==> config.mk <==
export PLATFORM = sky130hd
export DESIGN_NAME = markup_token_scanner_unit
export DESIGN_NICKNAME = d
export VERILOG_FILES = /design/src/hdl/mts_pkg.sv /design/src/hdl/mts_front.sv /design/src/hdl/mts_queue.sv /design/src/hdl/mts_back.sv /design/src/hdl/markup_token_scanner_unit.sv
export SDC_FILE = /design/constraint.sdc
export NUM_CORES = 1
export LEC_CHECK = 0
export ABC_AREA = 1
export BUFFER_PORTS_ARGS = -buffer_cell sky130_fd_sc_hd__buf_2
export CORE_ASPECT_RATIO = 1.5
export CORE_UTILIZATION = 25
export DETAILED_ROUTE_END_ITERATION = 12
export PLACE_DENSITY = 0.45
export SYNTH_ARGS = -nofsm -noshare
export SYNTH_HDL_FRONTEND = slang
export SYNTH_HIERARCHICAL = 1
export SYNTH_SLANG_ARGS = --single-unit
==> constraint.sdc <==
create_clock -name i_clk -period 13 [get_ports i_clk]
set_input_delay 0.65 -clock i_clk [delete_from_list [all_inputs] [get_ports i_clk]]
set_output_delay 0.65 -clock i_clk [all_outputs]
set_load 0.05 [all_outputs]
==> src/hdl/mts_pkg.sv <==
`default_nettype none

package mts_pkg;

    localparam int POS_BITS    = 16;
    localparam int SPAN_W      = 16;
    localparam int GRP_N       = 4;
    localparam int GRP_IDX_W   = $clog2(GRP_N);
    localparam int GRP_CNT_W   = $clog2(GRP_N + 1);
    localparam int QDEPTH      = 4;
    localparam int QPTR_W      = $clog2(QDEPTH);

    typedef logic [POS_BITS-1:0] t_pos;

    localparam t_pos POS_MAX = '1;

    localparam logic       OP_CHAR = 1'b0;
    localparam logic       OP_END  = 1'b1;

    localparam logic [1:0] TOK_MARK = 2'd0;
    localparam logic [1:0] TOK_SPAN = 2'd1;
    localparam logic [1:0] TOK_ERR  = 2'd2;

    localparam logic [2:0] ERR_NO_NAME   = 3'd0;
    localparam logic [2:0] ERR_NEED_SEP  = 3'd1;
    localparam logic [2:0] ERR_BAD_NAME  = 3'd2;
    localparam logic [2:0] ERR_NO_COLOR  = 3'd3;
    localparam logic [2:0] ERR_BAD_COLOR = 3'd4;
    localparam logic [2:0] ERR_NO_COLON  = 3'd5;
    localparam logic [2:0] ERR_TOO_LONG  = 3'd6;

    localparam logic [2:0] COLOR_DIGITS = 3'd6;

    localparam logic [7:0] CH_LT    = 8'h3c;
    localparam logic [7:0] CH_GT    = 8'h3e;
    localparam logic [7:0] CH_LPAR  = 8'h28;
    localparam logic [7:0] CH_RPAR  = 8'h29;
    localparam logic [7:0] CH_LBRK  = 8'h5b;
    localparam logic [7:0] CH_RBRK  = 8'h5d;
    localparam logic [7:0] CH_LBRC  = 8'h7b;
    localparam logic [7:0] CH_RBRC  = 8'h7d;
    localparam logic [7:0] CH_BAR   = 8'h7c;
    localparam logic [7:0] CH_BSL   = 8'h5c;
    localparam logic [7:0] CH_CARET = 8'h5e;
    localparam logic [7:0] CH_DOLL  = 8'h24;
    localparam logic [7:0] CH_COLON = 8'h3a;
    localparam logic [7:0] CH_SPACE = 8'h20;
    localparam logic [7:0] CH_TAB   = 8'h09;
    localparam logic [7:0] CH_CR    = 8'h0d;

    typedef enum logic [3:0] {
        M_SKIP   = 4'd0,
        M_TOP    = 4'd1,
        M_TEXT   = 4'd2,
        M_BRACE  = 4'd3,
        M_ESC    = 4'd4,
        M_HSKIP1 = 4'd5,
        M_HNAME  = 4'd6,
        M_HSKIP2 = 4'd7,
        M_COLOR  = 4'd8,
        M_CBAD   = 4'd9,
        M_COLON  = 4'd10,
        M_ERR    = 4'd11
    } t_mode;

    typedef struct packed {
        logic       op;
        logic [7:0] ch;
    } t_in_word;

    typedef struct packed {
        logic [1:0]        kind;
        logic [7:0]        mark_char;
        logic [SPAN_W-1:0] span_start;
        logic [SPAN_W-1:0] span_length;
        logic [2:0]        error_code;
        logic              last;
    } t_out_word;

    typedef t_out_word [GRP_N-1:0] t_grp;

    typedef struct packed {
        logic full;
        logic empty;
    } t_qstat;

    function automatic logic [SPAN_W-1:0] f_span(t_pos v);
        logic [31:0] w;
        w = 32'(v);
        return w[SPAN_W-1:0];
    endfunction

endpackage

`default_nettype wire

==> src/hdl/mts_front.sv <==
`default_nettype none

module mts_front
    import mts_pkg::*;
(
    input  wire logic     i_clk,
    input  wire logic     i_rst_n,
    input  wire logic     i_in_valid,
    output logic          o_in_ready,
    input  wire t_in_word i_in_word,
    input  wire t_qstat   i_qstat,
    output logic          o_push,
    output t_grp          o_grp
);

    t_mode            r_mode, n_mode;
    t_pos             r_pos, n_pos;
    t_pos             r_run_start, n_run_start;
    t_pos             r_run_trim, n_run_trim;
    t_pos             r_name_start, n_name_start;
    t_pos             r_name_end, n_name_end;
    logic             r_name_empty, n_name_empty;
    logic [2:0]       r_color_cnt, n_color_cnt;

    logic             acc, ch_acc, too_long, top_call;
    logic             c_sp, c_magic, c_hex, c_sep;
    logic [7:0]       c;
    t_pos             p;
    logic [2:0]       cc_inc;
    t_pos             hs_ns;
    t_mode            sep_mode;
    t_grp             toks;
    logic [GRP_CNT_W-1:0] cnt;
    logic [GRP_IDX_W-1:0] last_idx;

    function automatic t_out_word f_mark(logic [7:0] m);
        t_out_word t;
        t           = '0;
        t.kind      = TOK_MARK;
        t.mark_char = m;
        return t;
    endfunction

    function automatic t_out_word f_text(t_pos s, t_pos l);
        t_out_word t;
        t             = '0;
        t.kind        = TOK_SPAN;
        t.span_start  = f_span(s);
        t.span_length = f_span(l);
        return t;
    endfunction

    function automatic t_out_word f_err(logic [2:0] code, t_pos s, t_pos l);
        t_out_word t;
        t             = '0;
        t.kind        = TOK_ERR;
        t.span_start  = f_span(s);
        t.span_length = f_span(l);
        t.error_code  = code;
        return t;
    endfunction

    assign o_in_ready = !i_qstat.full;
    assign acc        = i_in_valid && o_in_ready;
    assign c          = i_in_word.ch;
    assign p          = r_pos;
    assign cc_inc     = r_color_cnt + 3'd1;
    assign too_long   = (r_pos == POS_MAX);
    assign ch_acc     = acc && (i_in_word.op == OP_CHAR) && (r_mode != M_ERR) && !too_long;

    assign c_sp    = (c == CH_SPACE) || ((c >= CH_TAB) && (c <= CH_CR));
    assign c_magic = (c == CH_LT) || (c == CH_GT) || (c == CH_LPAR) || (c == CH_RPAR) ||
                     (c == CH_LBRK) || (c == CH_RBRK) || (c == CH_LBRC) || (c == CH_RBRC) ||
                     (c == CH_BAR) || (c == CH_BSL);
    assign c_hex   = ((c >= 8'h30) && (c <= 8'h39)) || ((c >= 8'h61) && (c <= 8'h66));
    assign c_sep   = (c == CH_BAR) || (c == CH_GT);

    assign sep_mode = (c == CH_BAR) ? M_SKIP : ((c == CH_GT) ? M_TOP : M_ERR);
    assign hs_ns    = (r_mode == M_HSKIP1) ? p : r_name_start;

    always_comb begin
        top_call = 1'b0;
        if (ch_acc) begin
            unique case (r_mode) inside
                M_SKIP:  top_call = !c_sp;
                M_TOP:   top_call = 1'b1;
                M_TEXT:  top_call = c_magic;
                M_BRACE: top_call = (c != CH_RBRC);
                default: top_call = 1'b0;
            endcase
        end
    end

    // next state
    always_comb begin
        n_mode       = r_mode;
        n_pos        = r_pos;
        n_run_start  = r_run_start;
        n_run_trim   = r_run_trim;
        n_name_start = r_name_start;
        n_name_end   = r_name_end;
        n_name_empty = r_name_empty;
        n_color_cnt  = r_color_cnt;
        if (acc && (i_in_word.op == OP_END)) begin
            n_mode       = M_SKIP;
            n_pos        = '0;
            n_run_start  = '0;
            n_run_trim   = '0;
            n_name_start = '0;
            n_name_end   = '0;
            n_name_empty = 1'b1;
            n_color_cnt  = '0;
        end else if (acc && (r_mode != M_ERR) && too_long) begin
            n_mode = M_ERR;
        end else if (ch_acc) begin
            n_pos = r_pos + t_pos'(1);
            unique case (r_mode) inside
                M_TEXT: begin
                    if (!c_magic && !c_sp) begin
                        n_run_trim = p + t_pos'(1);
                    end
                end
                M_BRACE: begin
                    if (c == CH_RBRC) begin
                        n_mode = M_TOP;
                    end
                end
                M_ESC: n_mode = M_TOP;
                M_HSKIP1: begin
                    if (!c_sp) begin
                        n_name_start = p;
                        if (c_magic) begin
                            n_name_end = p;
                            n_mode     = sep_mode;
                        end else begin
                            n_name_empty = 1'b0;
                            n_mode       = M_HNAME;
                        end
                    end
                end
                M_HNAME: begin
                    if (c_sp) begin
                        n_name_end = p;
                        n_mode     = M_HSKIP2;
                    end else if (c_magic) begin
                        n_name_end = p;
                        n_mode     = sep_mode;
                    end
                end
                M_HSKIP2: begin
                    if (!c_sp) begin
                        n_mode = sep_mode;
                    end
                end
                M_COLOR, M_CBAD: begin
                    n_color_cnt = cc_inc;
                    if (cc_inc >= COLOR_DIGITS) begin
                        n_mode = ((r_mode == M_COLOR) && c_hex) ? M_COLON : M_ERR;
                    end else if (!c_hex) begin
                        n_mode = M_CBAD;
                    end
                end
                M_COLON: n_mode = (c == CH_COLON) ? M_SKIP : M_ERR;
                default: ;
            endcase
            if (top_call) begin
                case (c) inside
                    CH_LT: begin
                        n_name_empty = 1'b1;
                        n_mode       = M_HSKIP1;
                    end
                    CH_LPAR, CH_LBRK: begin
                        n_color_cnt = '0;
                        n_mode      = M_COLOR;
                    end
                    CH_LBRC: n_mode = M_BRACE;
                    CH_GT, CH_RBRK, CH_RPAR, CH_RBRC: n_mode = M_TOP;
                    CH_BAR: n_mode = M_SKIP;
                    CH_BSL: n_mode = M_ESC;
                    default: begin
                        n_run_start = p;
                        n_run_trim  = c_sp ? p : p + t_pos'(1);
                        n_mode      = M_TEXT;
                    end
                endcase
            end
        end
    end

    // result words
    always_comb begin
        toks     = '0;
        cnt      = '0;
        last_idx = '0;
        if (acc && (i_in_word.op == OP_END)) begin
            unique case (r_mode) inside
                M_TEXT: begin
                    if (r_run_trim > r_run_start) begin
                        toks[cnt[GRP_IDX_W-1:0]] = f_text(r_run_start, r_run_trim - r_run_start);
                        cnt = cnt + GRP_CNT_W'(1);
                    end
                end
                M_BRACE: begin
                    toks[cnt[GRP_IDX_W-1:0]] = f_mark(CH_LBRC);
                    cnt = cnt + GRP_CNT_W'(1);
                    toks[cnt[GRP_IDX_W-1:0]] = f_mark(CH_CARET);
                    cnt = cnt + GRP_CNT_W'(1);
                end
                M_HSKIP1: begin
                    toks[cnt[GRP_IDX_W-1:0]] = f_mark(CH_CARET);
                    cnt = cnt + GRP_CNT_W'(1);
                    toks[cnt[GRP_IDX_W-1:0]] = f_mark(CH_DOLL);
                    cnt = cnt + GRP_CNT_W'(1);
                    toks[cnt[GRP_IDX_W-1:0]] = f_err(ERR_NO_NAME, p, '0);
                    cnt = cnt + GRP_CNT_W'(1);
                end
                M_HNAME: begin
                    toks[cnt[GRP_IDX_W-1:0]] = f_text(r_name_start, p - r_name_start);
                    cnt = cnt + GRP_CNT_W'(1);
                    toks[cnt[GRP_IDX_W-1:0]] = f_err(ERR_NEED_SEP, r_name_start,
                                                     p - r_name_start);
                    cnt = cnt + GRP_CNT_W'(1);
                end
                M_HSKIP2: begin
                    if (r_name_empty) begin
                        toks[cnt[GRP_IDX_W-1:0]] = f_err(ERR_NO_NAME, p, '0);
                    end else begin
                        toks[cnt[GRP_IDX_W-1:0]] = f_err(ERR_NEED_SEP, r_name_start,
                                                         r_name_end - r_name_start);
                    end
                    cnt = cnt + GRP_CNT_W'(1);
                end
                M_COLOR, M_CBAD: begin
                    if (r_color_cnt == '0) begin
                        toks[cnt[GRP_IDX_W-1:0]] = f_err(ERR_NO_COLOR, p, '0);
                    end else begin
                        toks[cnt[GRP_IDX_W-1:0]] = f_err(ERR_BAD_COLOR,
                                                         p - t_pos'(r_color_cnt),
                                                         t_pos'(r_color_cnt));
                    end
                    cnt = cnt + GRP_CNT_W'(1);
                end
                M_COLON: begin
                    toks[cnt[GRP_IDX_W-1:0]] = f_err(ERR_NO_COLON, p - t_pos'(6), t_pos'(6));
                    cnt = cnt + GRP_CNT_W'(1);
                end
                default: ;
            endcase
        end else if (acc && (r_mode != M_ERR) && too_long) begin
            toks[cnt[GRP_IDX_W-1:0]] = f_err(ERR_TOO_LONG, '0, r_pos);
            cnt = cnt + GRP_CNT_W'(1);
        end else if (ch_acc) begin
            unique case (r_mode) inside
                M_TEXT: begin
                    if (c_magic) begin
                        if (c_sep) begin
                            if (r_run_trim > r_run_start) begin
                                toks[cnt[GRP_IDX_W-1:0]] = f_text(r_run_start,
                                                                  r_run_trim - r_run_start);
                                cnt = cnt + GRP_CNT_W'(1);
                            end
                        end else begin
                            toks[cnt[GRP_IDX_W-1:0]] = f_text(r_run_start, p - r_run_start);
                            cnt = cnt + GRP_CNT_W'(1);
                        end
                    end
                end
                M_BRACE: begin
                    if (c != CH_RBRC) begin
                        toks[cnt[GRP_IDX_W-1:0]] = f_mark(CH_LBRC);
                        cnt = cnt + GRP_CNT_W'(1);
                        toks[cnt[GRP_IDX_W-1:0]] = f_mark(CH_CARET);
                        cnt = cnt + GRP_CNT_W'(1);
                    end
                end
                M_ESC: begin
                    toks[cnt[GRP_IDX_W-1:0]] = f_text(p, t_pos'(1));
                    cnt = cnt + GRP_CNT_W'(1);
                end
                M_HSKIP1, M_HNAME, M_HSKIP2: begin
                    if ((r_mode == M_HSKIP1) && !c_sp && c_magic) begin
                        toks[cnt[GRP_IDX_W-1:0]] = f_mark(CH_CARET);
                        cnt = cnt + GRP_CNT_W'(1);
                        toks[cnt[GRP_IDX_W-1:0]] = f_mark(CH_DOLL);
                        cnt = cnt + GRP_CNT_W'(1);
                    end
                    if ((r_mode == M_HNAME) && (c_sp || c_magic)) begin
                        toks[cnt[GRP_IDX_W-1:0]] = f_text(r_name_start, p - r_name_start);
                        cnt = cnt + GRP_CNT_W'(1);
                    end
                    if (((r_mode == M_HSKIP1) && !c_sp && c_magic) ||
                        ((r_mode == M_HNAME) && !c_sp && c_magic) ||
                        ((r_mode == M_HSKIP2) && !c_sp)) begin
                        if (c == CH_BAR) begin
                            toks[cnt[GRP_IDX_W-1:0]] = f_mark(CH_CARET);
                        end else if (c == CH_GT) begin
                            toks[cnt[GRP_IDX_W-1:0]] = f_mark(CH_GT);
                        end else begin
                            toks[cnt[GRP_IDX_W-1:0]] = f_err(ERR_BAD_NAME, hs_ns,
                                                             p + t_pos'(1) - hs_ns);
                        end
                        cnt = cnt + GRP_CNT_W'(1);
                    end
                end
                M_COLOR, M_CBAD: begin
                    if (cc_inc >= COLOR_DIGITS) begin
                        if ((r_mode == M_COLOR) && c_hex) begin
                            toks[cnt[GRP_IDX_W-1:0]] = f_text(p - t_pos'(5), t_pos'(6));
                        end else begin
                            toks[cnt[GRP_IDX_W-1:0]] = f_err(ERR_BAD_COLOR, p - t_pos'(5),
                                                             t_pos'(6));
                        end
                        cnt = cnt + GRP_CNT_W'(1);
                    end
                end
                M_COLON: begin
                    if (c == CH_COLON) begin
                        toks[cnt[GRP_IDX_W-1:0]] = f_mark(CH_CARET);
                    end else begin
                        toks[cnt[GRP_IDX_W-1:0]] = f_err(ERR_NO_COLON, p - t_pos'(6),
                                                         t_pos'(6));
                    end
                    cnt = cnt + GRP_CNT_W'(1);
                end
                default: ;
            endcase
            if (top_call) begin
                case (c) inside
                    CH_LT, CH_LPAR, CH_LBRK: begin
                        toks[cnt[GRP_IDX_W-1:0]] = f_mark(c);
                        cnt = cnt + GRP_CNT_W'(1);
                    end
                    CH_GT, CH_RBRK, CH_RPAR, CH_RBRC: begin
                        toks[cnt[GRP_IDX_W-1:0]] = f_mark(CH_DOLL);
                        cnt = cnt + GRP_CNT_W'(1);
                        toks[cnt[GRP_IDX_W-1:0]] = f_mark(c);
                        cnt = cnt + GRP_CNT_W'(1);
                    end
                    CH_BAR: begin
                        toks[cnt[GRP_IDX_W-1:0]] = f_mark(CH_DOLL);
                        cnt = cnt + GRP_CNT_W'(1);
                        toks[cnt[GRP_IDX_W-1:0]] = f_mark(CH_CARET);
                        cnt = cnt + GRP_CNT_W'(1);
                    end
                    default: ;
                endcase
            end
        end
        if (cnt != '0) begin
            last_idx = cnt[GRP_IDX_W-1:0] - GRP_IDX_W'(1);
            toks[last_idx].last = 1'b1;
        end
    end

    assign o_push = (cnt != '0);
    assign o_grp  = toks;

    always_ff @(posedge i_clk) begin
        if (!i_rst_n) begin
            r_mode       <= M_SKIP;
            r_pos        <= '0;
            r_run_start  <= '0;
            r_run_trim   <= '0;
            r_name_start <= '0;
            r_name_end   <= '0;
            r_name_empty <= 1'b1;
            r_color_cnt  <= '0;
        end else begin
            r_mode       <= n_mode;
            r_pos        <= n_pos;
            r_run_start  <= n_run_start;
            r_run_trim   <= n_run_trim;
            r_name_start <= n_name_start;
            r_name_end   <= n_name_end;
            r_name_empty <= n_name_empty;
            r_color_cnt  <= n_color_cnt;
        end
    end

endmodule

`default_nettype wire

==> src/hdl/mts_queue.sv <==
`default_nettype none

module mts_queue
    import mts_pkg::*;
(
    input  wire logic i_clk,
    input  wire logic i_rst_n,
    input  wire logic i_push,
    input  wire t_grp i_grp,
    input  wire logic i_pop,
    output t_grp      o_head,
    output t_qstat    o_qstat
);

    t_grp              r_mem [QDEPTH];
    logic [QPTR_W-1:0] r_wr, n_wr;
    logic [QPTR_W-1:0] r_rd, n_rd;
    logic [QPTR_W:0]   r_level, n_level;

    assign o_head        = r_mem[r_rd];
    assign o_qstat.full  = (r_level == (QPTR_W + 1)'(QDEPTH));
    assign o_qstat.empty = (r_level == '0);

    always_comb begin
        n_wr    = i_push ? r_wr + QPTR_W'(1) : r_wr;
        n_rd    = i_pop ? r_rd + QPTR_W'(1) : r_rd;
        n_level = r_level + (QPTR_W + 1)'(i_push) - (QPTR_W + 1)'(i_pop);
    end

    always_ff @(posedge i_clk) begin
        if (i_push) begin
            r_mem[r_wr] <= i_grp;
        end
    end

    always_ff @(posedge i_clk) begin
        if (!i_rst_n) begin
            r_wr    <= '0;
            r_rd    <= '0;
            r_level <= '0;
        end else begin
            r_wr    <= n_wr;
            r_rd    <= n_rd;
            r_level <= n_level;
        end
    end

    a_no_overflow: assert property (@(posedge i_clk) disable iff (!i_rst_n)
        i_push |-> !o_qstat.full)
        else $error("queue push while full");

    a_no_underflow: assert property (@(posedge i_clk) disable iff (!i_rst_n)
        i_pop |-> !o_qstat.empty)
        else $error("queue pop while empty");

    a_level_ptrs: assert property (@(posedge i_clk) disable iff (!i_rst_n)
        (r_level[QPTR_W-1:0] == QPTR_W'(r_wr - r_rd)) && (r_level <= (QPTR_W + 1)'(QDEPTH)))
        else $error("queue level out of step with pointers");

endmodule

`default_nettype wire

==> src/hdl/mts_back.sv <==
`default_nettype none

module mts_back
    import mts_pkg::*;
(
    input  wire logic   i_clk,
    input  wire logic   i_rst_n,
    input  wire t_grp   i_head,
    input  wire t_qstat i_qstat,
    output logic        o_pop,
    output logic        o_out_valid,
    input  wire logic   i_out_ready,
    output t_out_word   o_out_word
);

    logic [GRP_IDX_W-1:0] r_idx, n_idx;
    t_out_word            cur;
    logic                 fire;

    assign cur         = i_head[r_idx];
    assign o_out_valid = !i_qstat.empty;
    assign o_out_word  = cur;
    assign fire        = o_out_valid && i_out_ready;
    assign o_pop       = fire && cur.last;

    always_comb begin
        n_idx = r_idx;
        if (fire) begin
            n_idx = cur.last ? '0 : r_idx + GRP_IDX_W'(1);
        end
    end

    always_ff @(posedge i_clk) begin
        if (!i_rst_n) begin
            r_idx <= '0;
        end else begin
            r_idx <= n_idx;
        end
    end

endmodule

`default_nettype wire

==> src/hdl/markup_token_scanner_unit.sv <==
// Results pass through a registered queue. Throughput: one input word per cycle unless the
// queue is full; the output side sends one word per cycle while i_out_ready is high, so an
// input that yields n words holds the drain side until all n words are taken.
// A four-entry queue of result groups sits between scanner and drain; input stalls when full.
// Reset: synchronous, active low; scanner mode, position and queue pointers are cleared.
`default_nettype none

module markup_token_scanner_unit
    import mts_pkg::*;
(
    input  wire logic      i_clk,
    input  wire logic      i_rst_n,
    input  wire logic      i_in_valid,
    output logic           o_in_ready,
    input  wire t_in_word  i_in_word,
    output logic           o_out_valid,
    input  wire logic      i_out_ready,
    output t_out_word      o_out_word
);

    logic   push, pop;
    t_grp   grp, head;
    t_qstat qstat;

    mts_front u_front (
        .i_clk      (i_clk),
        .i_rst_n    (i_rst_n),
        .i_in_valid (i_in_valid),
        .o_in_ready (o_in_ready),
        .i_in_word  (i_in_word),
        .i_qstat    (qstat),
        .o_push     (push),
        .o_grp      (grp)
    );

    mts_queue u_queue (
        .i_clk   (i_clk),
        .i_rst_n (i_rst_n),
        .i_push  (push),
        .i_grp   (grp),
        .i_pop   (pop),
        .o_head  (head),
        .o_qstat (qstat)
    );

    mts_back u_back (
        .i_clk       (i_clk),
        .i_rst_n     (i_rst_n),
        .i_head      (head),
        .i_qstat     (qstat),
        .o_pop       (pop),
        .o_out_valid (o_out_valid),
        .i_out_ready (i_out_ready),
        .o_out_word  (o_out_word)
    );

endmodule

`default_nettype wire

==> out/qor.yml <==
place:
  gp_congestion: 0.995
  port_buffers: 60
  dpl_cell_area_um2: 47600
  place_hpwl_mm: 115
critical_path:
  ff2ff_setup_slack_ps: 6710
  start_kind: "flip-flop"
  endpoint: "u_queue/r_mem[0][150]"
  worstReg2RegStart: "u_front/r_run_start[0]"
  path_class: "flip-flop to flip-flop"
  worstSetupEndpointType: "flip-flop"
  cpPeakStageDelay_ps: 560
  worst_r2r_endpoint: "u_queue/r_mem[0][150]"
  cp_num_buf_inv: 6
  crit_slowest_cell: "inv_8"
  cp.arrival_ps: 6580
  path_depth: 27
  cp_max_fo: 95
  critPathLaunch: "u_front/r_run_start[0]"
  r2r_cells: 27
  cpMostUsedCell: "nand2_1"
  cp.required_ps: 13290
  critPathTopFamily: "simple AND/OR/NAND/NOR gates"
synthesis:
  yosysWarnings: 6
  synthArstFlopShare_pct: 0
  syn_inst: 4903
  yosys-top-cells-area: "edfxtp_1 (49%), nand2_1 (7.4%), o21ai_0 (5.6%)"
  ys_seq_area_share_pct: 53.4
  yosys_register_bits: 835
  syn_avg_cell_area_um2: 9.20
  synth-main-ff-cell: "edfxtp_1"
  synth_top_area_cell: "edfxtp_1"
  synth_edf_count: 736
  synth_top_area_share_pct: 49.0
  synth_area_um2: 45100
  synth_cell_type_count: 66
clock_tree:
  clk_pin_slew_ps: 70
  post-cts-setup-buffer-count: 0
  htree_num_levels: 3
  post_cts_resized: 0
  clock-sinks: 835
  cts_hold_buffers: 0
  cts_tree: "built"
  clock_latency_ps: 690
  cts_root_buffer: "clkbuf_16"
  clockBufferDepth: 3
  numCtsBuffers: 82
sta:
  skew_ps: 45.1
  max_freq_mhz: 159
  rsz0062_at_grt: "no"
  setup_tns_ps: 0
  setup_viol: 0
  slew_violations: 0
  min_period_over_period_pct: 48.4
  worstMarginPinSlew_ps: 1170
  fin_crit_ps: 6290
  hold_violations: 0
  slew_headroom_pct: 21.3
grt:
  grt_pass1_vias: 34400
  overflow: 0
  grtUsageTotal_pct: 18.0
  grt_max_degree: 200
  antenna_found_initial: 7
  grt_pass1_wl_mm: 241
finish:
  area_growth_pct: 11.9
  nFillCells: 18900
  nNetsFinal: 4966
  drive_gt1_share_pct: 9.28
  final_area_um2: 50500
die:
  start_util_pct: 25.2
  die_w_um: 349
  num_rows: 190
  dieArea_um2: 182000
  io_pins: 61
  die_y_um: 522
  core_area_um2: 179000
power:
  vdd_ir_drop_max_uv: 134
  leakage_nw: 19.1
  powerDensity_nw_per_um2: 164
worst_hold_path:
  min_path_type: "primary input to flip-flop"
status:
  status: "finished, final reports clean"
drt:
  ant_nets: 0
  drc: 0
  vias: 35300
  vias_per_cell: 4.83
  wl_per_cell_um: 22.8
  wirelength_mm: 167
  drtPass1Iterations: 5
  drt-initial-drc-count: 2761
flow_run:
  cap_violations: 0
## flip-flops by register name (all words and copies together) (netlist names), named ones only
name	count
u_front/r_name_start	16
u_queue/r_rd	2
u_back/r_idx	2
u_queue/r_mem	736
u_front/p	16
u_front/r_name_empty	1
u_front/r_run_start	16
u_queue/r_level	3
u_front/r_color_cnt	3
u_queue/r_wr	2
u_front/r_run_trim	16
u_front/r_mode	4
u_front/r_name_end	16
## cells in the mapped netlist, drive strengths merged (18+ instances only)
| master | instances |
|---|---|
| ha | 101 |
| nand2 | 907 |
| o211ai | 228 |
| o21ai | 540 |
| a31oi | 18 |
| xor2 | 60 |
| clkbuf | 100 |
| dfxtp | 99 |
| o22ai | 109 |
| a21oi | 415 |
| inv | 677 |
| a211oi | 19 |
| nor2 | 365 |
| nand3 | 142 |
| edfxtp | 736 |
| buf | 185 |
| nor3 | 41 |
## worst reg2reg max path: cells and delay by family (launching register included)
kind | cells | cell delay, ps
fa+ha+maj | 3 | 990
xor+xnor | 1 | 180
simple gates | 14 | 1900
flops | 1 | 480
buf+inv | 6 | 1640
compound gates | 3 | 490
## placed cells by master, fill, tap and decap left out, drive strengths merged, types with 8 or more instances in the layout
master / Yosys / final
nor2: 365 / 365
o21bai: 8 / 8
o2111ai: 12 / 12
a21oi: 415 / 415
clkinv: 7 / 37
o31ai: 14 / 14
buf: 185 / 133
o21ai: 540 / 540
nor3: 41 / 41
o211ai: 228 / 228
a221oi: 8 / 8
clkbuf: 100 / 99
xnor2: 13 / 13
dfxtp: 99 / 99
a211oi: 19 / 19
nand2: 907 / 907
ha: 101 / 101
bufinv: 0 / 14
o221ai: 14 / 14
edfxtp: 736 / 736
a21o: 8 / 8
xor2: 60 / 60
inv: 677 / 685
or2: 8 / 8
nand4: 14 / 14
o22ai: 109 / 109
conb: 1 / 11
a31oi: 18 / 18
nand3: 142 / 142
## layer usage
| layer | up-vias | track usage [%] | part of all wire (%) | wire [µm] |
|---|---|---|---|---|
| li1 | 16800 | - | - | - |
| met1 | 17200 | 21.8 | 41 | 69000 |
| met2 | 977 | 30.7 | 48 | 80400 |
| met3 | 317 | 2.32 | 4.4 | 7400 |
| met4 | 4 | 10.1 | 6.0 | 10000 |
| met5 | - | 0 | 0.013 | 21 |
## cells by family (layout without fill, tap and decap cells)
family / Yosys count / in the layout / synth area share [%]
other: 1 / 14 / 0.00831
AOI/OAI and AO/OA: 1426 / 1426 / 19.4
and+or+nand+nor: 1491 / 1491 / 13.6
xor gates and xnor gates: 73 / 73 / 1.42
DFF: 835 / 835 / 53.4
adders and majority gates: 108 / 108 / 3.11
buffers and inverters: 969 / 970 / 9.09
## through the flow
| step | setup WS [ps] | power, mW | hold slack, ps | utilization, % | cells |
|---|---|---|---|---|---|
| CTS | 6740 | 8.39 | 314 | 28.2 | 7314 |
| finish | 6710 | 8.28 | 349 | 28.2 | 7317 |
| floorplan | 5240 | 4.98 | 433 | - | 4913 |
| detailed placement | 6400 | 5.81 | 451 | 26.6 | 7161 |
| global placement | 6420 | 5.81 | 440 | 26.6 | 7161 |
| global route | 6240 | 8.67 | 346 | 28.2 | 7315 |
## where the power goes
group	total [mW]	internal [mW]	switching, mW
sequential	3.17	3.06	0.102
combinational	2.56	0.592	1.97
clock	2.56	1.48	1.08
## how the worst min path moves through the flow
stage	cells after the start	to	slack [ps]	from
2_1_floorplan	2	u_front/r_name_end[0]	430	u_front/r_name_end[0]
3_3_place_gp	2	flip-flop	440	u_queue/r_rd[1]
3_5_place_dp	2	flip-flop	450	u_queue/r_rd[1]
4_1_cts	3	u_queue/r_level[1]	310	i_rst_n
5_1_grt	3	u_queue/r_level[1]	350	i_rst_n
6_report	3	u_queue/r_level[1]	350	i_rst_n
## final cells by class
class	count	area [µm²]	area share [%]
Tap cell	2400	3000	5.95
Inverter	684	2600	5.15
Timing Repair Buffer	133	936	1.85
Clock inverter	54	694	1.38
Clock buffer	99	2160	4.28
Sequential cell	835	24100	47.8
Antenna cell	3	7.51	0.0149
Multi-Input combinational cell	3109	17000	33.6
(Power assumes the default switching activity.)
